## src/sv/uwl_pkg.sv

```systemverilog
// shared types, codes and constants of the uid watch list table
package uwl_pkg;

   localparam int unsigned SLOT_COUNT_DEF    = 128;
   localparam int unsigned UID_W             = 32;
   localparam int unsigned VER_W             = 4;
   localparam logic [UID_W-1:0] MIN_APP_UID_RESET = 32'd10000;
   localparam logic [VER_W-1:0] IP_VER_4     = 4'd4;
   localparam logic [VER_W-1:0] IP_VER_6     = 4'd6;
   localparam logic [UID_W-1:0] EMPTY_UID    = '0;
   localparam int unsigned REQ_DATA_W        = 40;
   localparam int unsigned RSP_DATA_W        = 40;

   typedef enum logic [1:0] {
      OP_ADD   = 2'd0,
      OP_DEL   = 2'd1,
      OP_CLEAR = 2'd2,
      OP_PKT   = 2'd3
   } op_type;

   typedef enum logic [2:0] {
      STS_DONE      = 3'd0,
      STS_PRESENT   = 3'd1,
      STS_FULL      = 3'd2,
      STS_NOT_FOUND = 3'd3,
      STS_IGNORED   = 3'd4,
      STS_NO_MATCH  = 3'd5,
      STS_MATCHED   = 3'd6
   } status_type;

   typedef enum logic [2:0] {
      ST_INIT,
      ST_IDLE,
      ST_WIPE,
      ST_SCAN,
      ST_DRAIN,
      ST_COMMIT
   } state_type;

   // controller to datapath
   typedef struct packed {
      logic accept;
      logic wipe;
      logic scan_rd;
      logic commit;
   } cmd_type;

   // datapath to controller
   typedef struct packed {
      logic in_is_clear;
      logic in_needs_scan;
      logic cnt_last;
      logic out_free;
   } stat_type;

endpackage

```

## src/sv/uwl_ctrl.sv

```systemverilog
// controller state machine of the uid watch list table
module uwl_ctrl (
   input  logic               clock,
   input  logic               reset,
   input  logic               req_tvalid,
   output logic               req_tready,
   input  uwl_pkg::stat_type  stat,
   output uwl_pkg::cmd_type   cmd
);
   import uwl_pkg::*;

   state_type state_ff;
   state_type state_in;

   // state register
   always_ff @(posedge clock) begin
      if (reset) begin
         state_ff <= ST_INIT;
      end else begin
         state_ff <= state_in;
      end
   end

   // next state
   always_comb begin
      state_in = state_ff;
      case (state_ff)
         ST_INIT: begin
            if (stat.cnt_last) state_in = ST_IDLE;
         end
         ST_IDLE: begin
            if (req_tvalid) begin
               if (stat.in_is_clear) begin
                  state_in = ST_WIPE;
               end else if (stat.in_needs_scan) begin
                  state_in = ST_SCAN;
               end else begin
                  state_in = ST_COMMIT;
               end
            end
         end
         ST_WIPE: begin
            if (stat.cnt_last) state_in = ST_COMMIT;
         end
         ST_SCAN: begin
            if (stat.cnt_last) state_in = ST_DRAIN;
         end
         ST_DRAIN: begin
            state_in = ST_COMMIT;
         end
         ST_COMMIT: begin
            if (stat.out_free) state_in = ST_IDLE;
         end
         default: begin
            state_in = ST_INIT;
         end
      endcase
   end

   // outputs
   always_comb begin
      req_tready  = (state_ff == ST_IDLE);
      cmd.accept  = (state_ff == ST_IDLE) && req_tvalid;
      cmd.wipe    = (state_ff == ST_INIT) || (state_ff == ST_WIPE);
      cmd.scan_rd = (state_ff == ST_SCAN);
      cmd.commit  = (state_ff == ST_COMMIT) && stat.out_free;
   end

endmodule

```

## src/sv/uwl_dpath.sv

```systemverilog
// datapath of the uid watch list table: slot memory, scan and result register
module uwl_dpath #(
   parameter int unsigned SLOT_COUNT = uwl_pkg::SLOT_COUNT_DEF
) (
   input  logic                             clock,
   input  logic                             reset,
   input  logic [1:0]                       req_tuser,
   input  logic [uwl_pkg::REQ_DATA_W-1:0]   req_tdata,
   output logic                             rsp_tvalid,
   input  logic                             rsp_tready,
   output logic [2:0]                       rsp_tuser,
   output logic [uwl_pkg::RSP_DATA_W-1:0]   rsp_tdata,
   input  logic                             csr_we,
   input  logic [uwl_pkg::UID_W-1:0]        csr_wdata,
   input  uwl_pkg::cmd_type                 cmd,
   output uwl_pkg::stat_type                stat
);
   import uwl_pkg::*;

   localparam int unsigned IDX_W = (SLOT_COUNT > 1) ? $clog2(SLOT_COUNT) : 1;
   localparam logic [IDX_W-1:0] LAST_IDX = IDX_W'(SLOT_COUNT - 1);

   logic [UID_W-1:0] mem [SLOT_COUNT];

   logic [UID_W-1:0] min_app_uid_ff;
   logic [IDX_W-1:0] cnt_ff, cnt_in;
   logic             rd_valid_ff;
   logic [IDX_W-1:0] rd_idx_ff;
   logic [UID_W-1:0] rd_data_ff;
   op_type           op_ff;
   logic [UID_W-1:0] uid_ff;
   logic             pass_ff;
   logic             match_ff, match_in;
   logic [IDX_W-1:0] match_idx_ff, match_idx_in;
   logic             empty_ff, empty_in;
   logic [IDX_W-1:0] empty_idx_ff, empty_idx_in;
   logic             rsp_valid_ff;
   status_type       rsp_status_ff, rsp_status_in;
   logic             rsp_report_ff, rsp_report_in;
   logic [UID_W-1:0] rsp_uid_ff, rsp_uid_in;

   op_type           in_op;
   logic [UID_W-1:0] in_uid;
   logic [VER_W-1:0] in_ver;
   logic             in_tcp;
   logic             in_full;
   logic             in_pass;

   logic             mem_we;
   logic [IDX_W-1:0] mem_wa;
   logic [UID_W-1:0] mem_wd;

   // unpack the request transfer
   assign in_op   = op_type'(req_tuser);
   assign in_uid  = req_tdata[UID_W-1:0];
   assign in_ver  = req_tdata[UID_W+VER_W-1:UID_W];
   assign in_tcp  = req_tdata[UID_W+VER_W];
   assign in_full = req_tdata[UID_W+VER_W+1];

   // packet filter
   assign in_pass = ((in_ver == IP_VER_4) || (in_ver == IP_VER_6)) && in_tcp && in_full
                    && (in_uid >= min_app_uid_ff);

   // status toward the controller
   always_comb begin
      stat.in_is_clear   = (in_op == OP_CLEAR);
      stat.in_needs_scan = (in_op == OP_ADD) || (in_op == OP_DEL)
                           || ((in_op == OP_PKT) && in_pass && (in_uid != EMPTY_UID));
      stat.cnt_last      = (cnt_ff == LAST_IDX);
      stat.out_free      = !rsp_valid_ff || rsp_tready;
   end

   // configuration register
   always_ff @(posedge clock) begin
      if (reset) begin
         min_app_uid_ff <= MIN_APP_UID_RESET;
      end else if (csr_we) begin
         min_app_uid_ff <= csr_wdata;
      end
   end

   // slot counter for wipe and scan sweeps
   always_comb begin
      cnt_in = cnt_ff;
      if (cmd.wipe || cmd.scan_rd) begin
         cnt_in = (cnt_ff == LAST_IDX) ? '0 : cnt_ff + 1'b1;
      end
   end

   always_ff @(posedge clock) begin
      if (reset) begin
         cnt_ff      <= '0;
         rd_valid_ff <= 1'b0;
      end else begin
         cnt_ff      <= cnt_in;
         rd_valid_ff <= cmd.scan_rd;
      end
   end

   // latch the accepted item
   always_ff @(posedge clock) begin
      if (cmd.accept) begin
         op_ff   <= in_op;
         uid_ff  <= in_uid;
         pass_ff <= in_pass;
      end
   end

   // first match and first empty slot seen by the scan
   always_comb begin
      match_in     = match_ff;
      match_idx_in = match_idx_ff;
      empty_in     = empty_ff;
      empty_idx_in = empty_idx_ff;
      if (cmd.accept) begin
         match_in = 1'b0;
         empty_in = 1'b0;
      end else if (rd_valid_ff) begin
         if (!match_ff && (rd_data_ff == uid_ff)) begin
            match_in     = 1'b1;
            match_idx_in = rd_idx_ff;
         end
         if (!empty_ff && (rd_data_ff == EMPTY_UID)) begin
            empty_in     = 1'b1;
            empty_idx_in = rd_idx_ff;
         end
      end
   end

   always_ff @(posedge clock) begin
      if (reset) begin
         match_ff <= 1'b0;
         empty_ff <= 1'b0;
      end else begin
         match_ff <= match_in;
         empty_ff <= empty_in;
      end
      match_idx_ff <= match_idx_in;
      empty_idx_ff <= empty_idx_in;
   end

   // result and table update at commit, slot clearing during wipe
   always_comb begin
      rsp_status_in = STS_DONE;
      rsp_report_in = 1'b0;
      rsp_uid_in    = '0;
      mem_we        = 1'b0;
      mem_wa        = cnt_ff;
      mem_wd        = EMPTY_UID;
      if (cmd.wipe) begin
         mem_we = 1'b1;
      end else if (cmd.commit) begin
         case (op_ff)
            OP_ADD: begin
               if (match_ff) begin
                  rsp_status_in = STS_PRESENT;
               end else if (empty_ff) begin
                  mem_we = 1'b1;
                  mem_wa = empty_idx_ff;
                  mem_wd = uid_ff;
               end else begin
                  rsp_status_in = STS_FULL;
               end
            end
            OP_DEL: begin
               if (match_ff) begin
                  mem_we = 1'b1;
                  mem_wa = match_idx_ff;
               end else begin
                  rsp_status_in = STS_NOT_FOUND;
               end
            end
            OP_CLEAR: begin
               rsp_status_in = STS_DONE;
            end
            OP_PKT: begin
               if (!pass_ff) begin
                  rsp_status_in = STS_IGNORED;
               end else if ((uid_ff != EMPTY_UID) && match_ff) begin
                  mem_we        = 1'b1;
                  mem_wa        = match_idx_ff;
                  rsp_status_in = STS_MATCHED;
                  rsp_report_in = 1'b1;
                  rsp_uid_in    = uid_ff;
               end else begin
                  rsp_status_in = STS_NO_MATCH;
               end
            end
            default: begin
               rsp_status_in = STS_DONE;
            end
         endcase
      end
   end

   // slot memory, one write and one registered read a cycle
   always_ff @(posedge clock) begin
      if (mem_we) begin
         mem[mem_wa] <= mem_wd;
      end
      if (cmd.scan_rd) begin
         rd_data_ff <= mem[cnt_ff];
         rd_idx_ff  <= cnt_ff;
      end
   end

   // response register
   always_ff @(posedge clock) begin
      if (reset) begin
         rsp_valid_ff <= 1'b0;
      end else if (cmd.commit) begin
         rsp_valid_ff <= 1'b1;
      end else if (rsp_tready) begin
         rsp_valid_ff <= 1'b0;
      end
   end

   always_ff @(posedge clock) begin
      if (cmd.commit) begin
         rsp_status_ff <= rsp_status_in;
         rsp_report_ff <= rsp_report_in;
         rsp_uid_ff    <= rsp_uid_in;
      end
   end

   assign rsp_tvalid = rsp_valid_ff;
   assign rsp_tuser  = rsp_status_ff;
   assign rsp_tdata  = {{(RSP_DATA_W - UID_W - 1){1'b0}}, rsp_uid_ff, rsp_report_ff};

endmodule

```

## src/sv/uid_watch_list_table.sv

```systemverilog
// top level of the uid watch list table
// flow: add, delete and checked packets pass a scan of every slot, a drain state and commit;
//   clear-all passes a wipe of every slot and commit; ignored packets go straight to commit
// items: a new item is taken only in idle, once the last one has been committed to the
//   output register; the next item is taken while a result waits
// reset: synchronous, min_app_uid to 10000, then a clearing pass over every slot, no transfer in
module uid_watch_list_table #(
   parameter int unsigned SLOT_COUNT = uwl_pkg::SLOT_COUNT_DEF
) (
   input  logic                            clock,
   input  logic                            reset,
   input  logic                            req_tvalid,
   output logic                            req_tready,
   // tuser: opcode[1:0]
   input  logic [1:0]                      req_tuser,
   // tdata: uid[31:0], ip_version[35:32], is_tcp[36], has_full_socket[37], zero fill
   input  logic [uwl_pkg::REQ_DATA_W-1:0]  req_tdata,
   output logic                            rsp_tvalid,
   input  logic                            rsp_tready,
   // tuser: status[2:0]
   output logic [2:0]                      rsp_tuser,
   // tdata: report[0], report_uid[32:1], zero fill
   output logic [uwl_pkg::RSP_DATA_W-1:0]  rsp_tdata,
   input  logic                            csr_we,
   input  logic [uwl_pkg::UID_W-1:0]       csr_wdata
);
   import uwl_pkg::*;

   cmd_type  cmd;
   stat_type stat;

   // sequencer
   uwl_ctrl u_ctrl (
      .clock      (clock),
      .reset      (reset),
      .req_tvalid (req_tvalid),
      .req_tready (req_tready),
      .stat       (stat),
      .cmd        (cmd)
   );

   // table and result path
   uwl_dpath #(
      .SLOT_COUNT (SLOT_COUNT)
   ) u_dpath (
      .clock      (clock),
      .reset      (reset),
      .req_tuser  (req_tuser),
      .req_tdata  (req_tdata),
      .rsp_tvalid (rsp_tvalid),
      .rsp_tready (rsp_tready),
      .rsp_tuser  (rsp_tuser),
      .rsp_tdata  (rsp_tdata),
      .csr_we     (csr_we),
      .csr_wdata  (csr_wdata),
      .cmd        (cmd),
      .stat       (stat)
   );

endmodule
```

## config.mk

```make
export PLATFORM = sky130hd
export DESIGN_NAME = uid_watch_list_table
export DESIGN_NICKNAME = d
export VERILOG_FILES = /design/src/sv/uwl_pkg.sv /design/src/sv/uwl_ctrl.sv /design/src/sv/uwl_dpath.sv /design/src/sv/uid_watch_list_table.sv
export SDC_FILE = /design/constraint.sdc
export NUM_CORES = 2
export LEC_CHECK = 0
export ABC_AREA = 0
export BUFFER_PORTS_ARGS = -buffer_cell sky130_fd_sc_hd__buf_2
export CELL_PAD_IN_SITES_DETAIL_PLACEMENT = 0
export CELL_PAD_IN_SITES_GLOBAL_PLACEMENT = 2
export CORE_UTILIZATION = 40
export CTS_CLUSTER_SIZE = 30
export DETAILED_ROUTE_END_ITERATION = 16
export PLACE_DENSITY = 0.61
export SYNTH_ARGS = -nofsm -noshare
export SYNTH_HDL_FRONTEND = slang
export SYNTH_SLANG_ARGS = --single-unit
```

## constraint.sdc

```tcl
create_clock -name clock -period 6.2 [get_ports clock]
set_input_delay 1.24 -clock clock [delete_from_list [all_inputs] [get_ports clock]]
set_output_delay 1.24 -clock clock [all_outputs]
set_load 0.005 [all_outputs]
```

==> Yosys cells after proc, flatten, opt, wreduce, memory -nomap -nowiden <==
Memories as Yosys holds them, arrays and structs flattened. A register that Yosys moved wholly into a read port is not among the register bits.
Cells that the tools add are included.
{ "totals": {"in_bits": 79, "n_memories": 1, "ram_bits": 4096, "ff_bits": 138} }
{ "op_classes": {"addsub": 1, "bitwise": 4, "muxes": 40, "eq_ne": 20, "n_reduce_logical": 34, "n_lt_le_gt_ge": 1} }
{ "mem_list": {"columns": ["memory", "words", "word_bits", "rd", "rd_ports_with_merged_regs", "wr", "line", "rtl"], "rows": [
  ["u_dpath.mem", 128, 32, 1, 1, 1, "uwl_dpath.sv:23", "logic [UID_W-1:0] mem [SLOT_COUNT];"]
]} }
{ "ops": {"columns": ["operator", "n"], "rows": [
  ["32-bit 2-to-1 mux", 5],
  ["32-bit nonzero test", 2],
  ["7-bit 2-to-1 mux", 8],
  ["32-bit == test", 1],
  ["32-bit >= comparator", 1],
  ["32-bit zero test", 1],
  ["3-bit 2-to-1 mux", 9],
  ["7-bit case mux with 3 select lines", 1],
  ["3-bit case mux with 6 select lines", 1],
  ["3-bit case mux with 4 select lines", 1],
  ["1-bit 2-to-1 mux", 11],
  ["1-bit logical AND", 10],
  ["2-bit == test (second input constant)", 4],
  ["4-bit by 3-bit == test with 1-bit output (second input constant)", 2],
  ["2-bit inequality test (second input constant)", 4],
  ["7-bit by 1-bit adder with 7-bit output (second input constant)", 1],
  ["7-bit == test (second input constant)", 1],
  ["3-bit by 2-bit == test with 1-bit output (second input constant)", 2],
  ["3-bit == test (second input constant)", 2],
  ["1-bit logical OR", 6],
  ["2-bit 2-to-1 mux", 3],
  ["3-bit AND reduction", 2],
  ["5-bit AND reduction", 1],
  ["2-bit by 1-bit == test with 1-bit output (second input constant)", 2],
  ["other kinds (11)", 19]
]} }

==> Longest topological paths before layout <==
{ "depth": {"word_depth": 12, "ltp_mapped": 13} }

==> Modules after synthesis <==
A second synthesis with hierarchy kept.
{ "unflattened": {"hier_cells": 6693, "hier_area_um2": 163641.9} }
{ "by_module_without_submodules": {"columns": ["module", "area_each_um2", "cells_each", "seq_area_each_um2", "n_inst"], "rows": [
  ["uwl_dpath", 163418.0, 6667, 127582.4, 1],
  ["uwl_ctrl", 224.0, 26, 60.1, 1]
]} }

==> Least setup slack after synthesis <==
OpenSTA, ideal clock, no wires.
{ "synth_path": {"path_kind": "input to register", "start": "in rsp_tready", "end": "mem u_dpath.mem[90][0], enable pin", "path_slack_ns": 0.574, "cell_stages": 8, "t_arrival_ns": 5.165, "required_time_ns": 5.739, "n_path_buf": 1, "cell_sequence": "nor2b_1 -> or3_1 -> a21o_1 -> and2_4 -> buf_6 -> a221oi_4 -> nand3_1 -> nor3_1"} }
{ "synth_between": {"elab_chain_cells": 6} }
{ "synth_lines": {"columns": ["element", "line", "rtl"], "rows": [
  ["from (decl)", "uid_watch_list_table.sv:19", "input logic rsp_tready,"],
  ["1-bit logical OR *", "uwl_dpath.sv:70", "stat.out_free = !rsp_valid_ff || rsp_tready;"],
  ["1-bit logical AND *", "uwl_ctrl.sv:66", "cmd.commit = (state_ff == ST_COMMIT) && stat.out_free;"],
  ["1-bit 2-to-1 mux", "uwl_dpath.sv:152", "end else if (cmd.commit) begin"],
  ["1-bit 2-to-1 mux", "uwl_dpath.sv:150", "if (cmd.wipe) begin"],
  ["1-bit 2-to-1 mux", "uwl_dpath.sv:198", "if (mem_we) begin"],
  ["1-bit 2-to-1 mux (not written as such)", "uwl_dpath.sv:199", "mem[mem_wa] <= mem_wd;"],
  ["to (decl)", "uwl_dpath.sv:23", null]
]} }
Every way passes the cells marked *; elsewhere a longest branch is shown, timed or not.

==> Worst setup path in the final report <==
{ "layout_path": {"start": "reg u_dpath.op_ff[0]", "end": "mem u_dpath.mem[52][10], enable pin"} }
{ "layout_between": {"elab_chain_cells": 6} }
{ "layout_lines": {"columns": ["element", "line", "rtl"], "rows": [
  ["from (decl)", "uwl_dpath.sv:30", "op_type op_ff;"],
  ["from (signal assigned)", "uwl_dpath.sv:103", "op_ff <= in_op;"],
  ["2-bit == test (tied with other cells)", "uwl_dpath.sv:153", "case (op_ff)"],
  ["1-bit case mux with 3 select lines", "uwl_dpath.sv:153", null],
  ["1-bit 2-to-1 mux", "uwl_dpath.sv:152", null],
  ["1-bit 2-to-1 mux", "uwl_dpath.sv:150", null],
  ["1-bit 2-to-1 mux", "uwl_dpath.sv:198", null],
  ["1-bit 2-to-1 mux (not written as such)", "uwl_dpath.sv:199", null]
]} }
Several ways; a longest one is shown, not always the timed one.

==> results.cfg <==
[power_and_ir_drop]
p_total_mw = 67.1
power_density_nw_per_um2 = 356
p_leak_nw = 59.4
ir_drop_mv = 0.249

[job]
cap_violations = 0

[clock_tree]
clock_latency_ns = 1.00
post_cts_resized = 0
ctsHoldBuffers = 0
tritoncts = built
cts_buffers = 447
cts_sinks = 4266
h-tree-depth = 5
clk_pin_slew_ns = 0.06
cts_post_setup_buffers_inserted = 0
cts_buffer_depth = 4
root_buffer = clkbuf_16

[detailed_routing]
wl_um = 457000
firstDrtPassIters = 6
vias = 77187
via_per_inst = 5.79
postRouteAntennaNets = 0
wl_per_cell_um = 34.3
drt_iter0_drc = 9024
drcViolationCount = 0

[layout]
final_common_cell = edfxtp_1
layout-drive-gt1-share_pct = 31.7
seq_area_um2 = 128000
fillers = 33559
multi_input_area_um2 = 35800
final_area_um2 = 189000
nets = 7624
syn2layout_area_growth_pct = 14.9
layout.cells.non_filler = 13323
layout_common_cells = 4220 x edfxtp_1, 1227 x mux4_2, 450 x clkbuf_16

[yosys]
synth_top_area_cell = edfxtp_1
synthDistinctLibCells = 72
yosysWarnings = 0
synth_top_area_share_pct = 77.2
synth_cells = 6999
synth_seq_cells = 4266
synthFlopType = edfxtp_1
synth_edf_count = 4220
netlist_area_um2 = 164000
synthArstFlopShare_pct = 0
synthTopCellsByArea = edfxtp_1 77%, mux4_2 17%, mux2i_1 0.87%, dfxtp_1 0.56%, nor2_1 0.51%
ys_seq_area_share_pct = 77.7
syn_avg_cell_area_um2 = 23.5

[critical_path]
endpoint_kind = register
critPathTopFamily = simple AND/OR/NAND/NOR gates
cpPeakStageDelay_ns = 0.80
cp.arrival_ns = 5.56
cp.required_ns = 6.86
path_max_fanout = 19
slowest_stage = a21oi_1
start_kind = register
path_class = register to register
worstPathCellList = nand2b_1 > and3_1 > o21ai_0 > a21oi_1 > nand3_2 > buf_12 > nor2_4 > buf_12
path_common_cell = buf_12
cp_num_buf_inv = 2

[global_route]
track_usage_pct = 22.0
grt_pass1_wl_um = 637000
grt_pass1_vias = 79462
grt_start_max_net_pins = 120
antenna_found_initial = 30
overflow = 0

[placed_design]
hpwl_um = 260000
dp.cells = 12491
numPortBuffers = 113
dpl_worst_slack_ns = 0.789
gp_congestion = 0.837
postPlaceCellArea_um2 = 175000

[sta]
max_freq_mhz = 204
tightest_slew_ns = 1.33
fin_tns_setup_ns = 0
slew_violations = 0
setup_viol = 0
final-hold-violation-count = 0
skew_ns = 0.0745
fin_ws_ns = 1.30
post-route-min-period_ns = 4.90
period_share_pct = 79.0
relSlewSlack_pct = 11.2
rsz0062_at_grt = false

[die]
die_w_um = 643
fp.dieH_um = 643
start_util_pct = 40.3
core_area_um2 = 408000
io_pins = 124
rows = 234
dieArea_um2 = 413000

[run_status]
status = finished clean

[worst_hold_path]
hp-class = register to register
==> cell type report <==
| cell class | instances | area share, % |
|---|---|---|
| clock inverter | 300 | 1.33 |
| tap | 5428 | 3.60 |
| antenna | 10 | 0.0133 |
| multi-input combinational | 2324 | 19.0 |
| clock buffer | 522 | 6.11 |
| timing repair buffer | 432 | 2.25 |
| inverter | 41 | 0.0908 |
| sequential | 4266 | 67.7 |
==> per-stage QoR <==
stage | hold slack (ns) | util [%]
finish | 0.445 | 46.3
global route | 0.432 | 46.3
CTS | 0.395 | 46.3
detailed placement | 0.431 | 42.8
global placement | 0.430 | 42.8
floorplan | 0.406 | -
==> synthesized netlist by cell type (15+ instances only) <==
cell,number
mux2i_1,143
xnor2_1,16
a21o_1,17
buf_6,15
dfxtp_1,46
inv_1,37
a21oi_1,94
nand3_1,41
mux4_2,1227
ha_1,33
buf_2,122
buf_4,37
o21ai_0,23
nand2_1,132
nor2_1,222
clkbuf_1,163
o22ai_1,18
and2_1,35
nand4_1,18
nor4_1,29
buf_1,35
o221ai_1,26
and3_1,33
xor2_1,21
edfxtp_1,4220
==> kinds of logic after synthesis <==
logic type / Yosys count / synth area share (%)
XOR/XNOR: 37 / 0.197
other: 1 / 0.00228
AO/OA/AOI/OAI: 292 / 1.22
buffers and inverters: 415 / 1.21
multiplexers: 1376 / 17.7
flip-flops: 4266 / 77.7
adder cells (fa/ha/maj): 33 / 0.251
AND/OR/NAND/NOR: 579 / 1.67
==> flip-flops by register name, summed over array words and instances (netlist names), 2 cells and up <==
name	count
u_dpath.cnt_ff	7
u_dpath.rsp_uid_ff	32
u_dpath.min_app_uid_ff	32
u_ctrl.state_ff	3
u_dpath.uid_ff	32
u_dpath.empty_idx_ff	7
u_dpath.op_ff	2
u_dpath.rsp_tuser	3
u_dpath.rd_data_ff	32
u_dpath.mem	4096
u_dpath.match_idx_ff	7
u_dpath.rd_idx_ff	7
==> worst register-to-register path, stage by stage (launching register included) <==
cell and delay, ns:
edfxtp_1 0.73, nand2b_1 0.21, and3_1 0.47, o21ai_0 0.23
a21oi_1 0.80, nand3_2 0.79, buf_12 0.43, nor2_4 0.64
buf_12 0.26
==> report_power, final <==
| part | total (mW) | switching (mW) | internal (mW) |
|---|---|---|---|
| combinational | 9.29 | 5.84 | 3.45 |
| sequential | 32.0 | 0.279 | 31.7 |
| clock | 25.8 | 11.2 | 14.7 |
| total | 67.1 | 17.3 | 49.8 |
==> worst paths after layout <==
check        cells past startpoint                       to  slack, ns                  from
max reg2reg                      8      u_dpath.mem[52][10]       1.30      u_dpath.op_ff[0]
max                              8      u_dpath.mem[52][10]       1.30      u_dpath.op_ff[0]
min reg2reg                      0  u_dpath.empty_idx_ff[5]       0.45  u_dpath.rd_idx_ff[5]
min                              0  u_dpath.empty_idx_ff[5]       0.45  u_dpath.rd_idx_ff[5]
==> routing by layer <==
metal | share of wire, % | GRT usage [%]
met2 | 49 | 35.9
met1 | 42 | 31.1
met4 | 3.1 | 6.45
met5 | 0.0070 | 0
met3 | 6.2 | 2.70
No activity file was read; power rests on OpenSTA's default activity.
